===== src/rtl/vnd_pkg.sv =====
// Shared types, constants and extent clamping helpers for the volume
// nearest-neighbor downsampler. No dependencies.
`default_nettype none

package vnd_pkg;

    // Geometry and payload widths
    localparam int AXES        = 3;
    localparam int MAX_DIM     = 4096;
    localparam int DIM_W       = 13;   // holds 1..MAX_DIM
    localparam int POS_W       = 12;   // holds 0..MAX_DIM-1
    localparam int ACC_W       = 16;   // signed rounding error term
    localparam int SAMPLE_BITS = 32;

    // Configuration register map
    localparam int NUM_REGS  = 6;
    localparam int CFG_IDX_W = 3;
    localparam logic [CFG_IDX_W-1:0] REG_SRC_WIDTH  = 3'd0;
    localparam logic [CFG_IDX_W-1:0] REG_SRC_HEIGHT = 3'd1;
    localparam logic [CFG_IDX_W-1:0] REG_SRC_DEPTH  = 3'd2;
    localparam logic [CFG_IDX_W-1:0] REG_DST_WIDTH  = 3'd3;
    localparam logic [CFG_IDX_W-1:0] REG_DST_HEIGHT = 3'd4;
    localparam logic [CFG_IDX_W-1:0] REG_DST_DEPTH  = 3'd5;

    localparam int AXIS_X = 0;
    localparam int AXIS_Y = 1;
    localparam int AXIS_Z = 2;

    // Effective extents per axis, both in 1..MAX_DIM with dst <= src
    typedef struct packed {
        logic [AXES-1:0][DIM_W-1:0] src;
        logic [AXES-1:0][DIM_W-1:0] dst;
    } t_extents;

    // Per-axis status seen by the top level
    typedef struct packed {
        logic hit;     // current coordinate is the selected one
        logic at_end;  // destination index is the final one on this axis
        logic wrap;    // current coordinate is the final source coordinate
    } t_axis_stat;

    // One result transaction
    typedef struct packed {
        logic [SAMPLE_BITS-1:0] sample;
        logic                   last;
    } t_result;

    // Source extent: zero acts as one, anything above MAX_DIM acts as MAX_DIM.
    function automatic logic [DIM_W-1:0] eff_src(input logic [DIM_W-1:0] v);
        logic [DIM_W-1:0] r;
        r = v;
        if (v == '0) begin
            r = DIM_W'(1);
        end else if (v > DIM_W'(MAX_DIM)) begin
            r = DIM_W'(MAX_DIM);
        end
        return r;
    endfunction

    // Destination extent: zero acts as one, clamped to the effective source.
    function automatic logic [DIM_W-1:0] eff_dst(input logic [DIM_W-1:0] v,
                                                 input logic [DIM_W-1:0] s);
        logic [DIM_W-1:0] r;
        r = v;
        if (v == '0) begin
            r = DIM_W'(1);
        end
        if (r > s) begin
            r = s;
        end
        return r;
    endfunction

endpackage

`default_nettype wire


===== src/rtl/vnd_cfg.sv =====
// Configuration register file and effective extent registers.
// Depends on vnd_pkg.
`default_nettype none

module vnd_cfg (
    input  wire logic                          i_clk,
    input  wire logic                          i_rst_n,
    input  wire logic                          i_cfg_valid,
    output logic                               o_cfg_ready,
    input  wire logic [vnd_pkg::CFG_IDX_W-1:0] i_cfg_index,
    input  wire logic [vnd_pkg::DIM_W-1:0]     i_cfg_data,
    output vnd_pkg::t_extents                  o_ext,
    output logic                               o_restart
);
    import vnd_pkg::*;

    logic [NUM_REGS-1:0][DIM_W-1:0] r_cfg;
    logic [NUM_REGS-1:0][DIM_W-1:0] n_cfg;
    t_extents                       r_ext;
    t_extents                       n_ext;
    logic                           w_write;

    assign o_cfg_ready = 1'b1;

    // A write to an index past the register map is dropped without a restart.
    assign w_write   = i_cfg_valid && (i_cfg_index < CFG_IDX_W'(NUM_REGS));
    assign o_restart = w_write;
    assign o_ext     = r_ext;

    // Next register contents and the clamped extents they imply.
    always_comb begin
        n_cfg = r_cfg;
        if (w_write) begin
            unique case (i_cfg_index)
                REG_SRC_WIDTH:  n_cfg[0] = i_cfg_data;
                REG_SRC_HEIGHT: n_cfg[1] = i_cfg_data;
                REG_SRC_DEPTH:  n_cfg[2] = i_cfg_data;
                REG_DST_WIDTH:  n_cfg[3] = i_cfg_data;
                REG_DST_HEIGHT: n_cfg[4] = i_cfg_data;
                REG_DST_DEPTH:  n_cfg[5] = i_cfg_data;
                default:        n_cfg    = r_cfg;
            endcase
        end
        for (int a = 0; a < AXES; a++) begin
            n_ext.src[a] = eff_src(n_cfg[a]);
            n_ext.dst[a] = eff_dst(n_cfg[AXES + a], eff_src(n_cfg[a]));
        end
    end

    always_ff @(posedge i_clk) begin
        if (!i_rst_n) begin
            for (int i = 0; i < NUM_REGS; i++) begin
                r_cfg[i] <= DIM_W'(1);
            end
            for (int a = 0; a < AXES; a++) begin
                r_ext.src[a] <= DIM_W'(1);
                r_ext.dst[a] <= DIM_W'(1);
            end
        end else begin
            r_cfg <= n_cfg;
            r_ext <= n_ext;
        end
    end

endmodule

`default_nettype wire


===== src/rtl/vnd_axis.sv =====
// Per-axis coordinate tracker: source position, destination index and an
// exact integer rounding error term that marks selected coordinates.
// Depends on vnd_pkg.
`default_nettype none

module vnd_axis (
    input  wire logic                      i_clk,
    input  wire logic                      i_rst_n,
    input  wire logic                      i_step,
    input  wire logic                      i_restart,
    input  wire logic [vnd_pkg::DIM_W-1:0] i_src,
    input  wire logic [vnd_pkg::DIM_W-1:0] i_dst,
    output vnd_pkg::t_axis_stat            o_stat
);
    import vnd_pkg::*;

    // r_err = 2*k*src - 2*dst*pos; the position is selected exactly when
    // -dst <= r_err < dst, which is round-half-up of k*src/dst.
    logic        [POS_W-1:0] r_pos;
    logic        [POS_W-1:0] n_pos;
    logic        [POS_W-1:0] r_idx;
    logic        [POS_W-1:0] n_idx;
    logic signed [ACC_W-1:0] r_err;
    logic signed [ACC_W-1:0] n_err;
    logic signed [ACC_W-1:0] w_dst_s;
    logic signed [ACC_W-1:0] w_err_lo;
    logic                    w_adv;

    assign w_dst_s  = $signed(ACC_W'(i_dst));
    assign w_err_lo = r_err + w_dst_s;

    assign o_stat.hit    = !w_err_lo[ACC_W-1] && (r_err < w_dst_s);
    assign o_stat.at_end = ({1'b0, r_idx} + DIM_W'(1)) == i_dst;
    assign o_stat.wrap   = ({1'b0, r_pos} + DIM_W'(1)) >= i_src;
    assign w_adv         = o_stat.hit && !o_stat.at_end;

    // Restart or step the axis; a wrap sends this axis back to coordinate zero.
    always_comb begin
        n_pos = r_pos;
        n_idx = r_idx;
        n_err = r_err;
        if (i_restart) begin
            n_pos = '0;
            n_idx = '0;
            n_err = '0;
        end else if (i_step) begin
            if (o_stat.wrap) begin
                n_pos = '0;
                n_idx = '0;
                n_err = '0;
            end else begin
                n_pos = r_pos + POS_W'(1);
                n_idx = r_idx + POS_W'(w_adv);
                n_err = r_err + (w_adv ? $signed(ACC_W'({i_src, 1'b0})) : ACC_W'(0))
                        - $signed(ACC_W'({i_dst, 1'b0}));
            end
        end
    end

    always_ff @(posedge i_clk) begin
        if (!i_rst_n) begin
            r_pos <= '0;
            r_idx <= '0;
            r_err <= '0;
        end else begin
            r_pos <= n_pos;
            r_idx <= n_idx;
            r_err <= n_err;
        end
    end

    // The destination index never runs past the clamped destination extent.
    a_idx_in_range: assert property (@(posedge i_clk) disable iff (!i_rst_n)
        ({1'b0, r_idx} < i_dst))
        else $error("destination index beyond destination extent");

    // The source position never runs past the source extent.
    a_pos_in_range: assert property (@(posedge i_clk) disable iff (!i_rst_n)
        ({1'b0, r_pos} < i_src))
        else $error("source position beyond source extent");

endmodule

`default_nettype wire


===== src/rtl/vnd_outbuf.sv =====
// Two-entry result buffer (main register plus skid register) that decouples
// the input stall from the output stall. Depends on vnd_pkg.
`default_nettype none

module vnd_outbuf (
    input  wire logic             i_clk,
    input  wire logic             i_rst_n,
    input  wire logic             i_push,
    input  wire vnd_pkg::t_result i_data,
    output logic                  o_full,
    output logic                  o_valid,
    input  wire logic             i_stall,
    output vnd_pkg::t_result      o_data
);
    import vnd_pkg::*;

    logic    r_main_valid;
    logic    n_main_valid;
    logic    r_skid_valid;
    logic    n_skid_valid;
    t_result r_main;
    t_result n_main;
    t_result r_skid;
    t_result n_skid;
    logic    w_pop;

    assign w_pop   = r_main_valid && !i_stall;
    assign o_valid = r_main_valid;
    assign o_data  = r_main;
    assign o_full  = r_skid_valid;

    // Move the skid entry forward on a pop, then place any new result.
    always_comb begin
        n_main       = r_main;
        n_skid       = r_skid;
        n_main_valid = r_main_valid;
        n_skid_valid = r_skid_valid;
        if (w_pop) begin
            n_main       = r_skid;
            n_main_valid = r_skid_valid;
            n_skid_valid = 1'b0;
        end
        if (i_push) begin
            if (n_main_valid) begin
                n_skid       = i_data;
                n_skid_valid = 1'b1;
            end else begin
                n_main       = i_data;
                n_main_valid = 1'b1;
            end
        end
    end

    always_ff @(posedge i_clk) begin
        if (!i_rst_n) begin
            r_main_valid <= 1'b0;
            r_skid_valid <= 1'b0;
        end else begin
            r_main_valid <= n_main_valid;
            r_skid_valid <= n_skid_valid;
        end
        r_main <= n_main;
        r_skid <= n_skid;
    end

    // The skid entry is only ever occupied behind an occupied main entry.
    a_skid_behind_main: assert property (@(posedge i_clk) disable iff (!i_rst_n)
        r_skid_valid |-> r_main_valid)
        else $error("skid entry holds a result while main entry is empty");

    // No result arrives while both entries are occupied.
    a_no_push_when_full: assert property (@(posedge i_clk) disable iff (!i_rst_n)
        r_skid_valid |-> !i_push)
        else $error("result pushed into a full buffer");

    // A stalled skid entry stays put with its contents intact.
    a_skid_holds: assert property (@(posedge i_clk) disable iff (!i_rst_n)
        (r_skid_valid && i_stall) |=> (r_skid_valid && $stable(r_skid)))
        else $error("skid entry lost while output stalled");

endmodule

`default_nettype wire


===== src/rtl/volume_nearest_downsampler.sv =====
// Top level of the volume nearest-neighbor downsampler: configuration block,
// three axis trackers and the result buffer. Depends on vnd_pkg, vnd_cfg,
// vnd_axis and vnd_outbuf.
//
//   Channel   Direction  Handshake             Payload
//   input     in         i_valid / o_stall     i_sample
//   result    out        o_valid / i_stall     o_out_sample, o_out_last
//   config    in         i_cfg_valid / o_cfg_ready   i_cfg_index, i_cfg_data
//
// One source sample is taken every cycle that o_stall is low; the pick
// decision is made in the accept cycle; selected samples enter the result buffer.
// o_stall rises only when both entries of the two-deep result buffer are full.
// Synchronous active-low reset sets all extents to one and the traversal
// to the volume origin; a write to a mapped register restarts it as well.
// o_cfg_ready is always high.
`default_nettype none

module volume_nearest_downsampler (
    input  wire logic                            i_clk,
    input  wire logic                            i_rst_n,
    // Source samples
    input  wire logic                            i_valid,
    output logic                                 o_stall,
    input  wire logic [vnd_pkg::SAMPLE_BITS-1:0] i_sample,
    // Selected samples
    output logic                                 o_valid,
    input  wire logic                            i_stall,
    output logic [vnd_pkg::SAMPLE_BITS-1:0]      o_out_sample,
    output logic                                 o_out_last,
    // Register writes
    input  wire logic                            i_cfg_valid,
    output logic                                 o_cfg_ready,
    input  wire logic [vnd_pkg::CFG_IDX_W-1:0]   i_cfg_index,
    input  wire logic [vnd_pkg::DIM_W-1:0]       i_cfg_data
);
    import vnd_pkg::*;

    t_extents              w_ext;
    logic                  w_restart;
    t_axis_stat            w_stat [AXES];
    logic [AXES-1:0]       w_step;
    logic                  w_accept;
    logic                  w_emit;
    t_result               w_res;
    t_result               w_out;

    assign w_accept = i_valid && !o_stall;

    // Each axis steps when the faster axis below it wraps.
    assign w_step[AXIS_X] = w_accept;
    assign w_step[AXIS_Y] = w_accept && w_stat[AXIS_X].wrap;
    assign w_step[AXIS_Z] = w_step[AXIS_Y] && w_stat[AXIS_Y].wrap;

    vnd_cfg u_cfg (
        .i_clk       (i_clk),
        .i_rst_n     (i_rst_n),
        .i_cfg_valid (i_cfg_valid),
        .o_cfg_ready (o_cfg_ready),
        .i_cfg_index (i_cfg_index),
        .i_cfg_data  (i_cfg_data),
        .o_ext       (w_ext),
        .o_restart   (w_restart)
    );

    for (genvar a = 0; a < AXES; a++) begin : g_axis
        vnd_axis u_axis (
            .i_clk     (i_clk),
            .i_rst_n   (i_rst_n),
            .i_step    (w_step[a]),
            .i_restart (w_restart),
            .i_src     (w_ext.src[a]),
            .i_dst     (w_ext.dst[a]),
            .o_stat    (w_stat[a])
        );
    end

    // A sample passes when all three coordinates are selected.
    assign w_emit = w_accept && w_stat[AXIS_X].hit && w_stat[AXIS_Y].hit
                    && w_stat[AXIS_Z].hit;
    assign w_res.sample = i_sample;
    assign w_res.last   = w_stat[AXIS_X].at_end && w_stat[AXIS_Y].at_end
                          && w_stat[AXIS_Z].at_end;

    vnd_outbuf u_outbuf (
        .i_clk   (i_clk),
        .i_rst_n (i_rst_n),
        .i_push  (w_emit),
        .i_data  (w_res),
        .o_full  (o_stall),
        .o_valid (o_valid),
        .i_stall (i_stall),
        .o_data  (w_out)
    );

    assign o_out_sample = w_out.sample;
    assign o_out_last   = w_out.last;

endmodule

`default_nettype wire


===== config.mk =====
export PLATFORM = sky130hd
export DESIGN_NAME = volume_nearest_downsampler
export DESIGN_NICKNAME = d
export VERILOG_FILES = /design/src/rtl/vnd_pkg.sv /design/src/rtl/vnd_cfg.sv /design/src/rtl/vnd_axis.sv /design/src/rtl/vnd_outbuf.sv /design/src/rtl/volume_nearest_downsampler.sv
export SDC_FILE = /design/constraint.sdc
export NUM_CORES = 1
export LEC_CHECK = 0
export ABC_CLOCK_PERIOD_IN_PS = 9700
export BUFFER_PORTS_ARGS = -buffer_cell sky130_fd_sc_hd__buf_2
export CAP_MARGIN = 5
export CORE_AREA = 2 2 249 251
export CTS_BUF_LIST = sky130_fd_sc_hd__clkbuf_8
export CTS_CLUSTER_SIZE = 14
export DETAILED_ROUTE_END_ITERATION = 16
export DIE_AREA = 0 0 251 253
export GPL_TIMING_DRIVEN = 0
export PLACE_DENSITY_LB_ADDON = 0.25
export SLEW_MARGIN = 20
export SYNTH_ARGS = -nofsm -noshare
export SYNTH_HDL_FRONTEND = slang
export SYNTH_SLANG_ARGS = --single-unit

===== constraint.sdc =====
create_clock -name i_clk -period 9.7 [get_ports i_clk]
set_clock_uncertainty 0.1 [all_clocks]
set_input_delay 1.94 -clock i_clk [delete_from_list [all_inputs] [get_ports i_clk]]
set_output_delay 1.94 -clock i_clk [all_outputs]
set_load 0.005 [all_outputs]

==> results of run 1 <==
power by group:
part	internal, mW	switching (mW)
Clock	0.842	0.655
Sequential	1.57	0.136
Combinational	1.09	1.24
metal layers:
| layer | share of wire (%) | global-route usage, % | vias to the layer above |
|---|---|---|---|
| met2 | 45 | 28.8 | 396 |
| met5 | 0 | 0 | - |
| li1 | - | - | 8358 |
| met3 | 4.6 | 3.42 | 104 |
| met4 | 2.9 | 6.17 | 0 |
| met1 | 47 | 24.3 | 8130 |
worst max-delay path, stage by stage (launching register included):
cell                        delay (ps)
sky130_fd_sc_hd__dfxtp_1           510
sky130_fd_sc_hd__inv_1              80
sky130_fd_sc_hd__ha_1              340
sky130_fd_sc_hd__or4_1             520
sky130_fd_sc_hd__nor4_1            210
sky130_fd_sc_hd__o21ai_0           140
sky130_fd_sc_hd__a21oi_1           180
sky130_fd_sc_hd__a311oi_1          110
sky130_fd_sc_hd__o22ai_4           270
sky130_fd_sc_hd__and2_0            340
sky130_fd_sc_hd__buf_2             300
sky130_fd_sc_hd__nand2_1           120
sky130_fd_sc_hd__fa_1              490
sky130_fd_sc_hd__inv_1              70
sky130_fd_sc_hd__fa_1              480
sky130_fd_sc_hd__a21oi_1           300
sky130_fd_sc_hd__o2111ai_1         260
sky130_fd_sc_hd__nand2_1           100
sky130_fd_sc_hd__o21ai_0           140
sky130_fd_sc_hd__or4_1             440
sky130_fd_sc_hd__a31oi_1           240
sky130_fd_sc_hd__xnor2_1           150
sky130_fd_sc_hd__o22ai_1            90
cell type report:
class	instances	area, sq um
Clock buffer	78	1070
Clock inverter	39	293
Antenna cell	1	2.50
Sequential cell	338	7100
Multi-Input combinational cell	1641	12600
Inverter	259	972
Fill cell	6166	37100
Timing Repair Buffer	80	415
Buffer	93	465
Tap cell	790	988
path summary, 6_finish.rpt:
check | to
hold reg to reg | u_cfg.r_cfg[52]
setup / recovery | g_axis[1].u_axis.r_err[15]
hold / removal | u_cfg.r_cfg[52]
setup reg to reg | g_axis[1].u_axis.r_err[15]
flip-flops by register name, summed over array words and instances (netlist names):
signal	cells
u_cfg.o_ext	78
u_cfg.r_cfg	75
g_axis.u_axis.r_err	45
g_axis.u_axis.r_idx	36
g_axis.u_axis.r_pos	36
u_outbuf.o_data	33
u_outbuf.r_skid	33
u_outbuf.o_full	1
u_outbuf.o_valid	1
cells by family (layout without fill, tap and decap cells):
family,count (synthesis),count (layout)
AND/OR/NAND/NOR,719,719
AO/OA/AOI/OAI,390,390
buffers and inverters,352,549
flip-flops,338,338
adder cells (fa/ha/maj),246,246
multiplexers,147,147
XOR/XNOR,138,138
other,1,2
placed cells by master, fill, tap and decap left out, types with 44 or more instances in the layout:
master,Yosys,layout
sky130_fd_sc_hd__dfxtp_1,305,305
sky130_fd_sc_hd__mux2i_1,76,76
sky130_fd_sc_hd__a21oi_1,85,84
sky130_fd_sc_hd__buf_2,27,106
sky130_fd_sc_hd__clkbuf_8,0,78
sky130_fd_sc_hd__inv_1,259,278
sky130_fd_sc_hd__nand2b_1,48,48
sky130_fd_sc_hd__xor2_1,57,57
sky130_fd_sc_hd__xnor2_1,80,80
sky130_fd_sc_hd__o21ai_0,68,68
sky130_fd_sc_hd__nand4_1,44,44
sky130_fd_sc_hd__nor2b_1,51,51
sky130_fd_sc_hd__ha_1,204,204
sky130_fd_sc_hd__nand3_1,69,69
sky130_fd_sc_hd__clkbuf_1,47,47
sky130_fd_sc_hd__nor3_1,58,58
sky130_fd_sc_hd__nand2_1,140,140
sky130_fd_sc_hd__nor2_1,203,202
==> results.yml, run 1 <==
cts:
  worstSkewPairLatency_ps: 640
  cts.repair_timing.setup_buffer_count: 0
  tritoncts: "yes"
  cts_num_sinks: 338
  cts_max_level: 3
  clk_root_buffer_cell: "sky130_fd_sc_hd__clkbuf_8"
  clockBufferDepth: 3
  number_of_hold_buffers_added_after_cts: 0
  clk_pin_slew_worst_paths_ps: 60
  cts-buffers-inserted: 66
  postCtsResizedCells: 0
logic_synthesis:
  combinational_family_with_the_most_area_after_synthesis: "simple AND/OR/NAND/NOR gates"
  synthTopCellsByArea: "sky130_fd_sc_hd__dfxtp_1 29%, sky130_fd_sc_hd__ha_1 12%, sky130_fd_sc_hd__edfxtp_1 4.7%"
  synthDistinctLibCells: 84
  synthDominantCellAreaShare_pct: 28.9
  post_synth_fa_ha_maj_area_fraction_pct: 16.1
  synth_instances: 2331
  syn-mean-instance-area_sq_um: 9.05
  synth.largest_area_cell: "sky130_fd_sc_hd__dfxtp_1"
  synth-compound-area-share_pct: 12.7
  synthesis.area_sq_um: 21100
  synth_edf_count: 33
  yosysWarningCount: 0
  synth-async-reset-ratio_pct: 0
  ys.flop_type: "sky130_fd_sc_hd__dfxtp_1"
  synth.most_common_cell: "sky130_fd_sc_hd__dfxtp_1"
  synth.mux.area_fraction_pct: 7.93
  ys_seq_area_share_pct: 33.6
  synth_xor_xnor_area_share_pct: 5.76
  post_synth_most_frequent_cells: "305 x sky130_fd_sc_hd__dfxtp_1, 259 x sky130_fd_sc_hd__inv_1, 204 x sky130_fd_sc_hd__ha_1"
  synth_simple_gate_area_share_pct: 17.1
  mappedNetlistNets: 2630
  postSynthRegisterBits: 338
sta:
  hold_viol: 0
  maxSlewHeadroom_pct: 20.7
  transition_time_at_the_pin_with_the_least_slew_margin_ps: 1190
  setup_ws_ps: 3560
  rsz_0062_raised_after_global_routing: "no"
  final_worst_path_period_share_pct: 63.3
  fin_hold_ws_ps: 377
  final-setup-viol-count: 0
  final.min_clock_period_ps: 6140
  fin_tns_setup_ps: 0
  report.final.slew_viol_count: 0
  max_clock_freq_ghz: 0.163
placement:
  place_congestion: 0.878
  placed_cells_incl_taps: 3201
  portBuffers: 79
  hpwlAfterDp_microns: 44800
  postPlaceCellArea_sq_um: 22500
  post-place-ws_ps: 3230
worst_hold_path:
  worst_hold_path_type: "reg2reg"
  min_delay_path_depth: 2
  hp-start: "u_cfg.r_cfg[52]"
power:
  power.density_cell_area_nw_per_um2: 231
  ir_worst_vdd_v: 0.000154
  power.leakage_nw: 10.5
  fin_total_pwr_mw: 5.53
setup_path:
  worst_setup_path_startpoint: "u_cfg.o_ext[24]"
  crit_path_end_kind: "flop"
  ff2ff_setup_slack_ps: 3560
  worstReg2RegStart: "u_cfg.o_ext[24]"
  cp_required_ps: 10070
  crit_fanout: 10
  r2r_cells: 22
  crit_arrival_ps: 6500
  worst-setup-path-type: "reg2reg"
  critPathLaunchType: "flop"
die:
  io-pin-count: 89
  placementRows: 91
  floorplan.core_area_sq_um: 61000
  chipHeight_microns: 253
  die-width_microns: 251
  floorplan.die_area_sq_um: 63500
  floorplan.initialDensity_pct: 34.6
drt:
  post-route-drc-count: 0
  wl_per_cell_microns: 17.4
  num_vias: 17000
  drt-vias-per-instance: 5.12
  drt-initial-drc-count: 1022
  detailedRoute.firstPassIterationCount: 6
  wl_microns: 57900
  detail-route-antenna-nets: 0
global_route:
  global_route.usage.total_pct: 18.0
  grt_pass1_vias: 16600
  global_route_wire_length_before_repair_microns: 90800
  grt_overflow: 0
  largest_net_degree_at_the_start_of_global_routing: 25
  grt_antenna_before_repair: 2
layout:
  flow.area_growth_from_synthesis_pct: 13.2
  nNetsFinal: 2778
  finalCoreUtilization_pct: 39.1
  layout.cell_area.non_filler_sq_um: 23900
  drive_above_1_share_pct: 12.4
  fin_cells: 3319
outcome:
  status: "finished clean"
job:
  max-cap-violations: 0
Note: power is estimated with default switching activity, not from simulation.
==> run 2: changes to the inputs <==
--- a/config.mk
+++ b/config.mk
@@ -5,7 +5,7 @@
 export SDC_FILE = /design/constraint.sdc
 export NUM_CORES = 1
 export LEC_CHECK = 0
-export ABC_CLOCK_PERIOD_IN_PS = 9700
+export ABC_CLOCK_PERIOD_IN_PS = 6100
 export BUFFER_PORTS_ARGS = -buffer_cell sky130_fd_sc_hd__buf_2
 export CAP_MARGIN = 5
 export CORE_AREA = 2 2 249 251
==> constraint.sdc (replaced) <==
create_clock -name i_clk -period 6.1 [get_ports i_clk]
set_clock_uncertainty 0.1 [all_clocks]
set_input_delay 1.22 -clock i_clk [delete_from_list [all_inputs] [get_ports i_clk]]
set_output_delay 1.22 -clock i_clk [all_outputs]
set_load 0.005 [all_outputs]
==> run 2 against run 1 <==
Net effect:
- cell count unchanged
- critical endpoint is now g_axis[1].u_axis.r_err[14]
- clock power rose by 59%
- power rose by 60%
- non-clock buffer count unchanged
- core utilization is essentially flat
- clock-buffer cell count stayed put
- die area stayed put
- fmax increased by 6.6%
- worst hold slack improved by 2.3 ps
==> results.yml, run 2 (same netlist as run 1, synthesis figures left out) <==
layout:
  nFillCells: 6165
  layout.cell_area.non_filler_sq_um: 23900
  nNetsFinal: 2778
  drive_above_1_share_pct: 12.8
  largest_reg_flops: 78
  layout_commonest_cell: "sky130_fd_sc_hd__dfxtp_1"
  flow.area_growth_from_synthesis_pct: 13.3
  finalCoreUtilization_pct: 39.2
  layout_common_cells: "301 x sky130_fd_sc_hd__dfxtp_1, 278 x sky130_fd_sc_hd__inv_1, 204 x sky130_fd_sc_hd__ha_1"
cts:
  tritoncts: "yes"
  clockBufferDepth: 3
  cts-buffers-inserted: 66
  clk_pin_slew_worst_paths_ps: 60
  cts_num_sinks: 338
  worstSkewPairLatency_ps: 640
  cts_max_level: 3
  number_of_hold_buffers_added_after_cts: 0
  clk_root_buffer_cell: "sky130_fd_sc_hd__clkbuf_8"
drt:
  num_vias: 17000
  post-route-drc-count: 0
  drt-vias-per-instance: 5.12
  detail-route-antenna-nets: 0
  wl_per_cell_microns: 17.5
  drt-initial-drc-count: 1031
  detailedRoute.firstPassIterationCount: 5
  wl_microns: 58000
outcome:
  status: "finished clean"
setup_path:
  cp_slowest_cell: "sky130_fd_sc_hd__or4_1"
  largest_delay_contributor_family_on_the_critical_path: "compound AO/OA/AOI/OAI gates"
  critPathLaunchType: "flop"
  worstReg2RegStart: "u_cfg.o_ext[24]"
  critPathBufInv: 3
  timing.critical_path.cells: "inv_1 -> ha_1 -> or4_1 -> nor4_1 -> o21ai_0 -> a21oi_1 -> a311oi_1 -> o22ai_4 -> and2_4 -> clkbuf_4 -> nand2_1 -> fa_1 -> inv_1 -> ha_1 -> nor2b_1 -> o2111ai_1 -> a31oi_1 -> a211o_1 -> or4_1 -> a31oi_1 -> xor2_1 -> o22ai_1"
  crit_path_end_kind: "flop"
  worst-setup-path-type: "reg2reg"
  worst_setup_path_startpoint: "u_cfg.o_ext[24]"
  critPathMaxStageDelay_ps: 520
  crit_arrival_ps: 6130
  crit_fanout: 10
  cp_required_ps: 6480
global_route:
  largest_net_degree_at_the_start_of_global_routing: 25
  grt_overflow: 0
  grt_antenna_before_repair: 2
  global_route.usage.total_pct: 18.0
  global_route_wire_length_before_repair_microns: 90800
  grt_pass1_vias: 16600
sta:
  final.min_clock_period_ps: 5760
  hold_viol: 0
  transition_time_at_the_pin_with_the_least_slew_margin_ps: 1200
  final_worst_path_period_share_pct: 94.3
  fin_tns_setup_ps: 0
  max_clock_freq_ghz: 0.174
  maxSlewHeadroom_pct: 20.1
  rsz_0062_raised_after_global_routing: "no"
  report.final.slew_viol_count: 0
  final-setup-viol-count: 0
die:
  floorplan.core_area_sq_um: 61000
  placementRows: 91
  die-width_microns: 251
  chipHeight_microns: 253
  floorplan.initialDensity_pct: 34.6
  io-pin-count: 89
  floorplan.die_area_sq_um: 63500
worst_hold_path:
  worst_hold_path_type: "reg2reg"
  hp-start: "g_axis[1].u_axis.r_pos[11]"
power:
  ir_worst_vdd_v: 0.000244
  power.density_cell_area_nw_per_um2: 369
  power.leakage_nw: 10.5
placement:
  place_congestion: 0.878
  portBuffers: 79
  postPlaceCellArea_sq_um: 22500
  hpwlAfterDp_microns: 44800
job:
  max-cap-violations: 0
[run 2: per-layer routing]
| layer | up-vias | track usage [%] | part of all wire, % |
|---|---|---|---|
| met5 | - | 0 | 0 |
| met4 | 0 | 6.17 | 3.0 |
| met3 | 110 | 3.42 | 5.2 |
| met2 | 421 | 28.8 | 45 |
| met1 | 8109 | 24.3 | 47 |
| li1 | 8353 | - | - |
[run 2: cell type report]
cell class	count	area, sq um	share of cell area [%]
Antenna cell	1	2.50	0.0105
Clock inverter	39	293	1.22
Sequential cell	338	7100	29.7
Buffer	93	468	1.96
Inverter	259	972	4.07
Timing Repair Buffer	80	415	1.74
Multi-Input combinational cell	1641	12600	52.7
Tap cell	790	988	4.13
Clock buffer	78	1070	4.49
[run 2: timing repair]
item                       4_1_cts  5_1_grt
pin swaps                        0        1
setup buffers                    0        0
resized for setup                1       12
setup endpoints to repair        1        5
[run 2: final timing paths]
kind,to,slack [ps],depth (start not counted)
worst max register to register,g_axis[1].u_axis.r_err[14],340,22
worst min register to register,g_axis[1].u_axis.r_pos[11],380,1
worst max-delay path,g_axis[1].u_axis.r_err[14],340,22
worst min-delay path,g_axis[1].u_axis.r_pos[11],380,1
[run 2: report_power, final]
part | leakage (nW) | internal [mW] | total, mW | switching [mW]
clock | 0.772 | 1.34 | 2.38 | 1.04
sequential | 2.78 | 2.50 | 2.71 | 0.216
combinational | 6.97 | 1.75 | 3.73 | 1.98
total | 10.5 | 5.58 | 8.82 | 3.24
[run 2: per-stage QoR]
step / hold WS, ps / setup slack, ps / power [mW] / std cells
2_1_floorplan: 339 / 1000 / 5.52 / 2331
3_3_place_gp: 357 / 8.54 / 6.37 / 3200
3_5_place_dp: 362 / -1.88 / 6.45 / 3201
4_1_cts: 378 / 13.8 / 8.88 / 3318
5_1_grt: 396 / 5.85 / 9.44 / 3319
6_report: 380 / 345 / 8.82 / 3319
[run 2: worst reg2reg max path, stage by stage, from the launching register on]
cell	delay, ps
sky130_fd_sc_hd__dfxtp_2	430
sky130_fd_sc_hd__inv_1	70
sky130_fd_sc_hd__ha_1	330
sky130_fd_sc_hd__or4_1	530
sky130_fd_sc_hd__nor4_1	210
sky130_fd_sc_hd__o21ai_0	140
sky130_fd_sc_hd__a21oi_1	180
sky130_fd_sc_hd__a311oi_1	110
sky130_fd_sc_hd__o22ai_4	250
sky130_fd_sc_hd__and2_4	240
sky130_fd_sc_hd__clkbuf_4	220
sky130_fd_sc_hd__nand2_1	100
sky130_fd_sc_hd__fa_1	480
sky130_fd_sc_hd__inv_1	70
sky130_fd_sc_hd__ha_1	290
sky130_fd_sc_hd__nor2b_1	150
sky130_fd_sc_hd__o2111ai_1	270
sky130_fd_sc_hd__a31oi_1	210
sky130_fd_sc_hd__a211o_1	320
sky130_fd_sc_hd__or4_1	400
sky130_fd_sc_hd__a31oi_1	260
sky130_fd_sc_hd__xor2_1	170
sky130_fd_sc_hd__o22ai_1	80
